==> src/cpc_pkg.sv <==
// shared types, constants and helpers for the clock/power controller register file
// no dependencies
`default_nettype none
package cpc_pkg;

	localparam int WindowBytesDefault = 4096;

	typedef enum logic [1:0] {
		REQ_READ  = 2'd0,
		REQ_WRITE = 2'd1,
		REQ_RESET = 2'd2,
		REQ_NONE  = 2'd3
	} req_t;

	typedef enum logic [1:0] {
		VAR_OLD  = 2'd0,
		VAR_4750 = 2'd1,
		VAR_4755 = 2'd2
	} variant_t;

	localparam logic [11:0] ADDR_CPCCR  = 12'h000;
	localparam logic [11:0] ADDR_LCR    = 12'h004;
	localparam logic [11:0] ADDR_RSR    = 12'h008;
	localparam logic [11:0] ADDR_CPPCR  = 12'h010;
	localparam logic [11:0] ADDR_CPPSR  = 12'h014;
	localparam logic [11:0] ADDR_CLKGR  = 12'h020;
	localparam logic [11:0] ADDR_OPCR   = 12'h024;
	localparam logic [11:0] ADDR_I2SCDR = 12'h060;
	localparam logic [11:0] ADDR_LPCDR  = 12'h064;
	localparam logic [11:0] ADDR_MSCCDR = 12'h068;
	localparam logic [11:0] ADDR_UHCCDR = 12'h06c;
	localparam logic [11:0] ADDR_SSICDR = 12'h074;
	localparam logic [11:0] ADDR_MSC1   = 12'h078;
	localparam logic [11:0] ADDR_PCMCDR = 12'h07c;

	localparam logic [31:0] CPCCR_RST    = 32'h4204_0000;
	localparam logic [31:0] CPPCR_RST    = 32'h2808_0011;
	localparam logic [31:0] CPPCR_MASK   = 32'hffff_03ff;
	localparam logic [31:0] CPCCR_MASK_B = 32'hffef_ffff;
	localparam logic [31:0] CLKGR_MASK_B = 32'h01ff_ffff;
	localparam logic [31:0] CLKGR_MASK_A = 32'h1fff_ffff;
	localparam logic [15:0] OPCR_MASK_B  = 16'hff74;
	localparam logic [15:0] OPCR_MASK_A  = 16'hffd7;
	localparam logic [15:0] SCR_MASK     = 16'hffd0;
	localparam logic [31:0] LPCDR_MASK_A = 32'he000_07ff;
	localparam logic [31:0] LPCDR_MASK_B = 32'hc000_07ff;
	localparam logic [31:0] LPCDR_MASK_O = 32'h8000_07ff;

	localparam logic [1:0]  MODEL_RST = 2'd2;
	localparam logic [39:0] EXT_RST   = 40'd178956970666;
	// periods of the power-on register values: pll bypassed, dividers 1, lcd x8
	localparam logic [63:0] PERIOD_RST = 64'd178956970666;
	localparam logic [63:0] LCD_RST    = 64'd1431655765328;

	// registers the period unit needs
	typedef struct packed {
		logic [31:0] core_ctrl;
		logic [31:0] pll_ctrl;
		logic [31:0] lcd_div;
	} clk_cfg_t;

	// per-item response of the register file
	typedef struct packed {
		logic [31:0] read_data;
		logic        err;
		logic        recompute;
	} resp_t;

	function automatic logic [3:0] div_factor(input logic [3:0] code);
		logic [3:0] f;
		case (code)
			4'd0: f = 4'd1;
			4'd1: f = 4'd2;
			4'd2: f = 4'd3;
			4'd3: f = 4'd4;
			4'd4: f = 4'd6;
			4'd5: f = 4'd8;
			default: f = 4'd1;
		endcase
		return f;
	endfunction

endpackage
`default_nettype wire

==> src/cpc_regfile.sv <==
// register file: decode, write masks, read aliases and reset defaults
// depends on cpc_pkg
`default_nettype none
module cpc_regfile #(
	parameter int WINDOW_BYTES = cpc_pkg::WindowBytesDefault
) (
	input  wire logic              clk,
	input  wire logic              arst_n,
	input  wire logic              accept,
	input  wire logic [1:0]        req_type,
	input  wire logic [11:0]       address,
	input  wire logic [31:0]       write_data,
	input  wire logic [3:0]        access_size,
	input  wire logic [1:0]        variant,
	output cpc_pkg::resp_t         resp,
	output cpc_pkg::clk_cfg_t      clk_cfg
);
	import cpc_pkg::*;

	logic [31:0] core_q, pll_q, clkgr_q, lpcdr_q;
	logic        cppsr_q;
	logic [7:0]  lcr_q;
	logic [1:0]  rsr_q;
	logic [15:0] opcr_q, scr_q;
	logic [8:0]  i2s_q;
	logic [4:0]  msc_q, msc0_q, msc1_q;
	logic [3:0]  uhc_q;
	logic [2:0]  ssi_q, pcm_q, cim_q;

	logic        ok;
	logic        hit;
	logic        wr_ok;
	logic [31:0] rval;
	logic [31:0] pll_w;
	logic        is_old, is_a, is_b;

	assign is_old = (variant == VAR_OLD);
	assign is_a   = (variant == VAR_4750);
	assign is_b   = !is_old && !is_a;
	assign ok = (access_size == 4'd4) && (address[1:0] == 2'b00)
		&& ({5'd0, address} < 17'(WINDOW_BYTES));
	assign pll_w = (write_data & CPPCR_MASK) | {21'd0, write_data[8], 10'd0};

	always_comb begin
		hit  = 1'b1;
		rval = '0;
		case (address)
			ADDR_CPCCR:  rval = core_q;
			ADDR_LCR:    rval = {24'd0, lcr_q};
			ADDR_RSR:    rval = {30'd0, rsr_q};
			ADDR_CPPCR:  rval = pll_q;
			ADDR_CPPSR:  rval = {cppsr_q, 31'd0};
			ADDR_CLKGR:  rval = clkgr_q;
			ADDR_OPCR:   rval = {16'd0, is_old ? scr_q : opcr_q};
			ADDR_I2SCDR: rval = {23'd0, i2s_q};
			ADDR_LPCDR:  rval = lpcdr_q;
			ADDR_MSCCDR: rval = {27'd0, is_a ? msc0_q : msc_q};
			ADDR_UHCCDR: rval = {28'd0, uhc_q};
			ADDR_SSICDR: rval = {29'd0, ssi_q};
			ADDR_MSC1:   rval = {27'd0, msc1_q};
			ADDR_PCMCDR: rval = {29'd0, is_b ? cim_q : pcm_q};
			default:     hit = 1'b0;
		endcase
	end

	always_comb begin
		case (address)
			ADDR_CPCCR, ADDR_LCR, ADDR_RSR, ADDR_CPPCR, ADDR_CLKGR, ADDR_OPCR,
			ADDR_I2SCDR, ADDR_LPCDR, ADDR_MSCCDR, ADDR_MSC1, ADDR_UHCCDR:
				wr_ok = 1'b1;
			default: wr_ok = 1'b0;
		endcase
	end

	always_comb begin
		resp = '0;
		case (req_type)
			REQ_READ: begin
				resp.err       = !(ok && hit);
				resp.read_data = (ok && hit) ? rval : 32'd0;
			end
			REQ_WRITE: begin
				resp.err       = !(ok && wr_ok);
				resp.recompute = ok && ((address == ADDR_CPCCR) ||
					(address == ADDR_CPPCR) || (address == ADDR_LPCDR));
			end
			REQ_RESET: resp.recompute = 1'b1;
			default: resp = '0;
		endcase
	end

	assign clk_cfg.core_ctrl = core_q;
	assign clk_cfg.pll_ctrl  = pll_q;
	assign clk_cfg.lcd_div   = lpcdr_q;

	always_ff @(posedge clk or negedge arst_n) begin
		if (!arst_n) begin
			core_q <= CPCCR_RST; pll_q <= CPPCR_RST; cppsr_q <= 1'b1;
			lcr_q <= 8'hf8; rsr_q <= 2'd1; clkgr_q <= '0; opcr_q <= 16'h1500;
			scr_q <= 16'h1500; i2s_q <= 9'd4; lpcdr_q <= 32'd4; msc_q <= '0;
			msc0_q <= '0; msc1_q <= '0; uhc_q <= 4'd4; ssi_q <= '0;
			pcm_q <= 3'd4; cim_q <= 3'd4;
		end else if (accept && req_type == REQ_RESET) begin
			core_q <= CPCCR_RST; pll_q <= CPPCR_RST; cppsr_q <= !is_old;
			lcr_q <= 8'hf8; rsr_q <= 2'd1; clkgr_q <= '0; opcr_q <= 16'h1500;
			scr_q <= 16'h1500; i2s_q <= 9'd4; lpcdr_q <= 32'd4;
			msc_q <= is_old ? 5'd4 : 5'd0; msc0_q <= '0; msc1_q <= '0;
			uhc_q <= 4'd4; ssi_q <= is_old ? 3'd4 : 3'd0;
			pcm_q <= 3'd4; cim_q <= 3'd4;
		end else if (accept && req_type == REQ_WRITE && ok) begin
			case (address)
				ADDR_CPCCR:  core_q <= is_b ? (write_data & CPCCR_MASK_B) : write_data;
				ADDR_LCR:    lcr_q <= write_data[7:0];
				ADDR_RSR:    rsr_q <= rsr_q & write_data[1:0];
				ADDR_CPPCR:  pll_q <= pll_w;
				ADDR_CLKGR:  clkgr_q <= is_b ? (write_data & CLKGR_MASK_B)
					: is_a ? (write_data & CLKGR_MASK_A) : {16'd0, write_data[15:0]};
				ADDR_OPCR: begin
					if (is_b) opcr_q <= write_data[15:0] & OPCR_MASK_B;
					else if (is_a) opcr_q <= write_data[15:0] & OPCR_MASK_A;
					else scr_q <= write_data[15:0] & SCR_MASK;
				end
				ADDR_I2SCDR: i2s_q <= write_data[8:0];
				ADDR_LPCDR:  lpcdr_q <= is_b ? (write_data & LPCDR_MASK_B)
					: is_a ? (write_data & LPCDR_MASK_A) : (write_data & LPCDR_MASK_O);
				ADDR_MSCCDR: begin
					if (is_a) msc0_q <= write_data[4:0];
					else msc_q <= write_data[4:0];
				end
				ADDR_MSC1:   msc1_q <= write_data[4:0];
				ADDR_UHCCDR: uhc_q <= write_data[3:0];
				default: ;
			endcase
		end
	end

endmodule
`default_nettype wire

==> src/cpc_period_unit.sv <==
// bit-serial period calculator: shift-add multiply, restoring divide, scaling lanes
// depends on cpc_pkg
`default_nettype none
module cpc_period_unit (
	input  wire logic              clk,
	input  wire logic              arst_n,
	input  wire logic              start,
	input  wire logic [39:0]       ext_period,
	input  cpc_pkg::clk_cfg_t      clk_cfg,
	output logic                   busy,
	output logic                   done,
	output logic [63:0]            pll_period,
	output logic [63:0]            cpu_clock_period,
	output logic [63:0]            memory_clock_period,
	output logic [63:0]            peripheral_clock_period,
	output logic [63:0]            lcd_pixel_period
);
	import cpc_pkg::*;

	typedef enum logic [1:0] {ST_IDLE, ST_MUL, ST_DIV, ST_SCALE} state_t;

	state_t      state_q;
	logic [5:0]  cnt_q;
	logic [47:0] acc_q, mcand_q;
	logic [7:0]  mplier_q;
	logic [9:0]  m_q, rem_q;
	logic [63:0] base_q, a_cpu_q, a_mem_q, a_per_q, a_lcd_q;
	logic [3:0]  f_cpu_q, f_mem_q, f_per_q;
	logic [11:0] f_lcd_q;
	logic [31:0] core_q;
	logic [10:0] lcd_q;

	logic        pll_on;
	logic [5:0]  n_val;
	logic [7:0]  factor;
	logic [1:0]  od_sh;
	logic [10:0] trial;
	logic        q_bit;

	assign pll_on = (clk_cfg.pll_ctrl[9:8] == 2'b01);
	assign n_val  = 6'(clk_cfg.pll_ctrl[22:18]) + 6'd2;
	always_comb begin
		case (clk_cfg.pll_ctrl[17:16])
			2'd0: od_sh = 2'd0;
			2'd3: od_sh = 2'd2;
			default: od_sh = 2'd1;
		endcase
	end
	assign factor = pll_on ? (8'(n_val) << od_sh) : 8'd1;
	assign trial  = {rem_q, acc_q[47]};
	assign q_bit  = (trial >= {1'b0, m_q});
	assign busy   = (state_q != ST_IDLE);

	always_ff @(posedge clk or negedge arst_n) begin
		if (!arst_n) begin
			state_q <= ST_IDLE;
			done <= 1'b0;
			pll_period <= PERIOD_RST;
			cpu_clock_period <= PERIOD_RST;
			memory_clock_period <= PERIOD_RST;
			peripheral_clock_period <= PERIOD_RST;
			lcd_pixel_period <= LCD_RST;
		end else begin
			done <= 1'b0;
			case (state_q)
				ST_IDLE: begin
					if (start) begin
						acc_q    <= '0;
						mcand_q  <= {8'd0, ext_period};
						mplier_q <= factor;
						m_q      <= pll_on ? (10'(clk_cfg.pll_ctrl[31:23]) + 10'd2) : 10'd1;
						core_q   <= clk_cfg.core_ctrl;
						lcd_q    <= clk_cfg.lcd_div[10:0];
						cnt_q    <= 6'd7;
						state_q  <= ST_MUL;
					end
				end
				ST_MUL: begin
					if (mplier_q[0]) acc_q <= acc_q + mcand_q;
					mcand_q  <= mcand_q << 1;
					mplier_q <= mplier_q >> 1;
					cnt_q    <= cnt_q - 6'd1;
					if (cnt_q == 6'd0) begin
						rem_q   <= '0;
						cnt_q   <= 6'd47;
						state_q <= ST_DIV;
					end
				end
				ST_DIV: begin
					// quotient shifts in where the dividend shifts out
					rem_q <= q_bit ? 10'(trial - {1'b0, m_q}) : trial[9:0];
					acc_q <= {acc_q[46:0], q_bit};
					cnt_q <= cnt_q - 6'd1;
					if (cnt_q == 6'd0) begin
						base_q  <= {16'd0, acc_q[46:0], q_bit};
						a_cpu_q <= '0; a_mem_q <= '0; a_per_q <= '0; a_lcd_q <= '0;
						f_cpu_q <= div_factor(core_q[3:0]);
						f_mem_q <= div_factor(core_q[15:12]);
						f_per_q <= div_factor(core_q[11:8]);
						f_lcd_q <= core_q[21] ? {1'b0, lcd_q} : {lcd_q, 1'b0};
						cnt_q   <= 6'd11;
						state_q <= ST_SCALE;
					end
				end
				ST_SCALE: begin
					if (f_cpu_q[0]) a_cpu_q <= a_cpu_q + base_q;
					if (f_mem_q[0]) a_mem_q <= a_mem_q + base_q;
					if (f_per_q[0]) a_per_q <= a_per_q + base_q;
					if (f_lcd_q[0]) a_lcd_q <= a_lcd_q + base_q;
					base_q  <= base_q << 1;
					f_cpu_q <= f_cpu_q >> 1;
					f_mem_q <= f_mem_q >> 1;
					f_per_q <= f_per_q >> 1;
					f_lcd_q <= f_lcd_q >> 1;
					cnt_q   <= cnt_q - 6'd1;
					if (cnt_q == 6'd0) begin
						pll_period <= base_q >> 11;
						cpu_clock_period        <= a_cpu_q;
						memory_clock_period     <= a_mem_q;
						peripheral_clock_period <= a_per_q;
						lcd_pixel_period <= f_lcd_q[0] ? a_lcd_q + base_q : a_lcd_q;
						done    <= 1'b1;
						state_q <= ST_IDLE;
					end
				end
				default: state_q <= ST_IDLE;
			endcase
		end
	end

endmodule
`default_nettype wire

==> src/clock_power_controller_regs.sv <==
// top level of the clock/power controller register file
// depends on cpc_pkg, cpc_regfile, cpc_period_unit
`default_nettype none
// one item per start pulse while busy is low; the result appears for one cycle
// with done high and the receiver cannot stall it. reads, and writes that leave
// the clock periods alone, answer in the cycle after start and busy never rises.
// an aligned word write to CPCCR, CPPCR or LPCDR, or a reset request, runs the
// bit-serial period unit: 8 multiply steps, 48 divide steps and 12 scaling steps,
// one after another; busy stays high until done. the five period outputs hold
// their last value, change only as a recompute ends and are valid when its done
// rises. crystal writes take effect at the next recompute, model writes at once.
module clock_power_controller_regs #(
	parameter int WINDOW_BYTES = cpc_pkg::WindowBytesDefault
) (
	input  wire logic        clk,
	input  wire logic        arst_n,
	// configuration port
	input  wire logic        cfg_we,
	input  wire logic        cfg_index,
	input  wire logic [39:0] cfg_data,
	// item in
	input  wire logic        start,
	output logic             busy,
	input  wire logic [1:0]  req_type,
	input  wire logic [11:0] address,
	input  wire logic [31:0] write_data,
	input  wire logic [3:0]  access_size,
	// result out
	output logic             done,
	output logic [31:0]      read_data,
	output logic             access_error,
	output logic [63:0]      pll_period,
	output logic [63:0]      cpu_clock_period,
	output logic [63:0]      memory_clock_period,
	output logic [63:0]      peripheral_clock_period,
	output logic [63:0]      lcd_pixel_period
);
	import cpc_pkg::*;

	typedef enum logic [1:0] {T_IDLE, T_LAUNCH, T_CALC} top_state_t;

	top_state_t  state_q;
	logic [1:0]  model_q;
	logic [39:0] ext_q;
	logic        accept;
	logic [1:0]  variant;
	resp_t       resp;
	clk_cfg_t    clk_cfg;
	logic        calc_busy, calc_done;

	assign accept  = start && !busy;
	assign busy    = (state_q != T_IDLE);
	// code 3 behaves as the newest variant
	assign variant = (model_q == 2'd3) ? VAR_4755 : model_q;

	// configuration registers
	always_ff @(posedge clk or negedge arst_n) begin
		if (!arst_n) begin
			model_q <= MODEL_RST;
			ext_q   <= EXT_RST;
		end else if (cfg_we) begin
			if (cfg_index) ext_q <= cfg_data;
			else model_q <= cfg_data[1:0];
		end
	end

	cpc_regfile #(.WINDOW_BYTES(WINDOW_BYTES)) u_regs (
		.clk, .arst_n, .accept, .req_type, .address, .write_data, .access_size,
		.variant, .resp, .clk_cfg
	);

	// launch in the cycle after accept so the unit sees the updated registers
	cpc_period_unit u_period (
		.clk, .arst_n,
		.start(state_q == T_LAUNCH),
		.ext_period(ext_q),
		.clk_cfg,
		.busy(calc_busy),
		.done(calc_done),
		.pll_period, .cpu_clock_period, .memory_clock_period,
		.peripheral_clock_period, .lcd_pixel_period
	);

	// sequencer and result registers
	always_ff @(posedge clk or negedge arst_n) begin
		if (!arst_n) begin
			state_q <= T_IDLE;
			done <= 1'b0;
			read_data <= '0;
			access_error <= 1'b0;
		end else begin
			done <= 1'b0;
			case (state_q)
				T_IDLE: begin
					if (accept) begin
						read_data    <= resp.read_data;
						access_error <= resp.err;
						if (resp.recompute) state_q <= T_LAUNCH;
						else done <= 1'b1;
					end
				end
				T_LAUNCH: state_q <= T_CALC;
				T_CALC: begin
					if (calc_done) begin
						done    <= 1'b1;
						state_q <= T_IDLE;
					end
				end
				default: state_q <= T_IDLE;
			endcase
		end
	end

	// the period unit only runs inside a recompute item
	a_calc_in_item: assert property (@(posedge clk) disable iff (!arst_n)
		calc_busy |-> busy) else $error("period unit running outside an item");
	// the end of a recompute is reported as a result next cycle
	a_calc_done: assert property (@(posedge clk) disable iff (!arst_n)
		calc_done |=> done) else $error("recompute finished without a result");
	// an error result never carries read data
	a_err_zero: assert property (@(posedge clk) disable iff (!arst_n)
		(done && access_error) |-> (read_data == 32'd0))
		else $error("read data on an error result");

endmodule
`default_nettype wire

==> config.mk <==
export PLATFORM = sky130hd
export DESIGN_NAME = clock_power_controller_regs
export DESIGN_NICKNAME = d
export VERILOG_FILES = /design/src/cpc_pkg.sv /design/src/cpc_regfile.sv /design/src/cpc_period_unit.sv /design/src/clock_power_controller_regs.sv
export SDC_FILE = /design/constraint.sdc
export NUM_CORES = 2
export LEC_CHECK = 0
export ABC_AREA = 1
export BUFFER_PORTS_ARGS = -buffer_cell sky130_fd_sc_hd__buf_2
export CAP_MARGIN = 0
export CORE_MARGIN = 2
export CORE_UTILIZATION = 45
export CTS_CLUSTER_SIZE = 24
export DETAILED_ROUTE_END_ITERATION = 6
export GPL_TIMING_DRIVEN = 0
export SYNTH_ARGS = -nofsm -noshare
export SYNTH_HDL_FRONTEND = slang
export SYNTH_HIERARCHICAL = 1
export SYNTH_SLANG_ARGS = --single-unit
==> constraint.sdc <==
create_clock -name clk -period 14.8 [get_ports clk]
set_input_delay 4.44 -clock clk [delete_from_list [all_inputs] [get_ports clk]]
set_output_delay 4.44 -clock clk [all_outputs]
set_load 0.02 [all_outputs]
Yosys cells after proc, flatten, opt, wreduce, memory -nomap -nowiden:

Index checks and enable logic that the tools add are counted.
Widths: inputs -> output; s select.

* shift-type cells: 1
* div/mod/pow operators: 0
* add/subtract/negate cells: 9
* bitwise operators: 3
* equal/unequal tests: 53
* $mul: 0
* $lt $le $gt $ge: 1
* mux-type cells: 116
* reductions and logical operators: 73

Operators by type and width (number)
* $pmux 64 s2: 5
* $mux 32: 14
* $pmux 32 s14: 1
* $mux 64: 6
* $add 64x64->64: 4
* $mux 16: 11
* $mux 48: 3
* $pmux 48 s3: 1
* $pmux 48 s2: 1
* $eq 12x7->1 const B: 7
* $mux 31: 2
* $mux 5: 12
* $pmux 4 s5: 3
* $mux 29: 2
* $add 48x48->48: 1
* $mux 8: 5
* $reduce_bool 2->1: 17
* $or 32x11->32: 1
* $eq 4x3->1 const B: 7
* $reduce_and 2->1: 14
* $mux 9: 3
* $eq 12x5->1 const B: 2
* $eq 12x6->1 const B: 2
* $eq 4x2->1 const B: 6
* other kinds (43): 126

* flip-flop bits (word level): 1099
* input port bits: 95
* latch bits: 0
* bits in read-only memories: 0
* memories: 0
* word-level logic and storage cells: 301
* bits in writable memories: 0

Depth between registers and ports, before layout:

* depth in word-level cells: 9
* depth in mapped cells: 18
* depth with buffers taken out: 18

By module:

The synthesis kept the hierarchy.

Modules (own cells, without submodules)
* cpc_period_unit: area each 55884.8 µm², cells each 7890, instances 1, seq. area each 22880.7 µm²
* cpc_regfile: area each 8510.7 µm², cells each 1131, instances 1, seq. area each 4209.0 µm²
* clock_power_controller_regs: area each 3129.3 µm², cells each 342, instances 1, seq. area each 1976.9 µm²

Worst setup path before layout:

No wires, ideal clock.

* kind: input to register
* start: input arst_n
* end: register u_period.a_cpu_q[0], enable pin
* path slack: -4.441 ns
* arrival time: 18.755 ns
* stages on the path: 4
* buffers on the path: 0
* library setup time: 0.486 ns
* path through: inv_1 nor3_1 inv_1 nor2_1

* longest elaborated chain between the ends: 1

Ends and longest elaborated chain
* start: declaration: RTL line clock_power_controller_regs.sv:16 `input wire logic arst_n,`
* $reduce_and 4->1 (no line)
* end signal: assignment: RTL line cpc_period_unit.sv:106 `if (f_cpu_q[0]) a_cpu_q <= a_cpu_q + base_q;`
* end: declaration: RTL line cpc_period_unit.sv:27 `logic [63:0] base_q, a_cpu_q, a_mem_q, a_per_q, a_lcd_q;`

Every way passes these cells.
A chain may end at the register's enable or synchronous reset.

Worst setup path after layout:

* start: input arst_n
* end: register u_period.a_cpu_q[22], enable pin

The elaborated chain is that of the path after synthesis.

==> impl_metrics.json <==
{
  "run_status": "finished clean",
  "drive_gt1_frac": 0.115,
  "post_cts.repair.setup_buffers": 0,
  "holdWs_ns": 0.446,
  "place.gp.congestion": 0.998,
  "placed_cells": 11700,
  "final_cell_mix": "nand2_1, inv_1, nor2_1, a21oi_1, o21ai_0",
  "drv_slew": 0,
  "setup.worst_path.end": "u_period/a_cpu_q[22]",
  "final_common_cell": "nand2_1",
  "syn-cell-area_um2": 67300,
  "grt_use_met1": 0.455,
  "cts_max_path_buffers": 3,
  "rr_worst_depth": 11,
  "clkLatencyLatePin_ns": 0.79,
  "slew_headroom": 0.0805,
  "initialDrtViolationCount": 5853,
  "fill_cells": 14900,
  "worstReg2RegEnd": "u_period/a_cpu_q[22]",
  "dieArea_um2": 153000,
  "hpwl_um": 210000,
  "setup_viol": 0,
  "cp_max_fo": 114,
  "r2r_start": "u_period/state_q[0]",
  "use_met2": 0.545,
  "busiest_layer": "met2",
  "drc": 0,
  "fin_worst_skew_ns": 0.0644,
  "hold_viol_final": 0,
  "cts_tree": "built",
  "nNetsFinal": 10400,
  "die_h_um": 391,
  "start_kind": "input port",
  "critPathArrivalTime_ns": 8.42,
  "drt-pass1-iter-count": 6,
  "core_area_um2": 148000,
  "crit_start": "arst_n",
  "grtUsageMet3": 0.0444,
  "register_area_um2": 29100,
  "timing.fmax_mhz": 125,
  "cpPeakStageDelay_ns": 0.72,
  "clk_pin_slew_ns": 0.06,
  "cts_max_level": 3,
  "area_growth_pct": 13.9,
  "critical_path.endpoint_type": "register",
  "critical_path_class": "in -> reg",
  "cp_slowest_cell": "nor2_4",
  "yosys_warnings": 6,
  "antenna_left": 0,
  "cp_cell_sequence": "buf_8 -> buf_16 -> buf_16 -> inv_1 -> nor3_4 -> buf_8 -> buf_8 -> inv_1 -> nor2_4 -> buf_12 -> buf_16",
  "irDropWorstVdd_mv": 0.118,
  "r2r_setup_slack_ns": 10.71,
  "multi_input_area_um2": 32900,
  "start_util": 0.454,
  "post_cts_resized": 0,
  "fp-row-count": 141,
  "numCtsBuffers": 119,
  "grt_pass1_vias": 60600,
  "fin_crit_ns": 7.98,
  "grt_setup_unrepaired": "false",
  "antenna_found_initial": 19,
  "port-buffer-count": 437,
  "worst_slew_pin_slew_ns": 1.38,
  "overflow": 0,
  "total_power_mw": 16.8,
  "ioPinCount": 450,
  "cts-root-buf": "clkbuf_16",
  "worstPathRequired_ns": 15.25,
  "maxCapViolCount": 0,
  "wl_um": 266000,
  "route.detailed.wl_per_inst_um": 22.2,
  "period_share": 0.539,
  "syn_avg_cell_area_um2": 7.21,
  "grt_max_degree": 120,
  "hold_class": "reg -> reg",
  "die_w_um": 391,
  "fin_cells": 12000,
  "power_leakage_nw": 37.8,
  "grt_pass1_wl_um": 386000,
  "grtUsageTotal": 0.342,
  "cts.sinks": 1055,
  "num_vias": 64100,
  "syn_inst": 9338,
  "powerDensity_nw_per_um2": 219,
  "viasPerCell": 5.35,
  "ctsHoldBuffers": 0
}
==> report_power, final <==
group          total, mW  internal [mW]  leakage [nW]  switching [mW]
registers           5.41           4.35          11.7            1.06
logic               8.27           2.47          24.1            5.80
clock network       3.08           1.74          2.01            1.34
total               16.8           8.56          37.8            8.20
==> how the worst min path moves through the flow <==
stage,endpoint,slack (ns),cells after the start,start
after global placement,u_period/core_q[12],0.44,0,u_regs/core_q[12]
after floorplan,u_period/core_q[10],0.42,0,u_regs/core_q[10]
after detailed placement,u_period/core_q[9],0.45,0,u_regs/core_q[9]
final,u_period/core_q[9],0.45,0,u_regs/core_q[9]
after global routing,u_period/core_q[9],0.46,0,u_regs/core_q[9]
after CTS,u_period/core_q[9],0.46,0,u_regs/core_q[9]
==> metal layers <==
layer / up-vias / wire [um] / share of wire
met5: - / 28 / 0.00011
met4: 4 / 15900 / 0.060
met3: 455 / 19100 / 0.072
met2: 2370 / 119000 / 0.45
met1: 30100 / 112000 / 0.42
li1: 31100 / - / -
==> stage by stage <==
step	setup TNS [ns]	util	setup WS [ns]	instance area (um2)
final	0	0.517	6.82	76700
after global routing	0	0.517	6.53	76700
after CTS	0	0.517	6.77	76700
after detailed placement	0	0.490	5.97	72600
after global placement	-6742.93	0.486	-17.37	72000
after floorplan	0	-	0.508	67400
==> critical path: cells and delay by family <==
kind | cells | cell delay (ns)
buffers and inverters | 9 | 2.29
and+or+nand+nor | 2 | 1.36
==> sequential cells by signal, indices dropped and copies added, names as in the netlist, 14 cells and up <==
signal,cells
ext_q,40
u_regs/clkgr_q,29
u_period/peripheral_clock_period,64
u_period/base_q,64
u_regs/core_q,32
u_period/acc_q,48
u_period/a_cpu_q,64
read_data,32
u_period/lcd_pixel_period,64
u_period/pll_period,53
u_period/a_lcd_q,64
u_regs/opcr_q,15
u_period/a_mem_q,64
u_period/cpu_clock_period,64
u_period/memory_clock_period,64
u_period/mcand_q,48
u_regs/lpcdr_q,14
u_regs/pll_q,26
u_period/a_per_q,64
==> layout make-up <==
type	count	area share
clock inverter	60	0.00813
clock buffer	168	0.0453
timing repair buffer	462	0.0353
antenna	7	0.000228
tap	1930	0.0315
sequential	1055	0.379
multi-input combinational	6921	0.429
buffer	243	0.0165
inverter	1129	0.0553
Note: power is estimated with default switching activity, not from simulation.
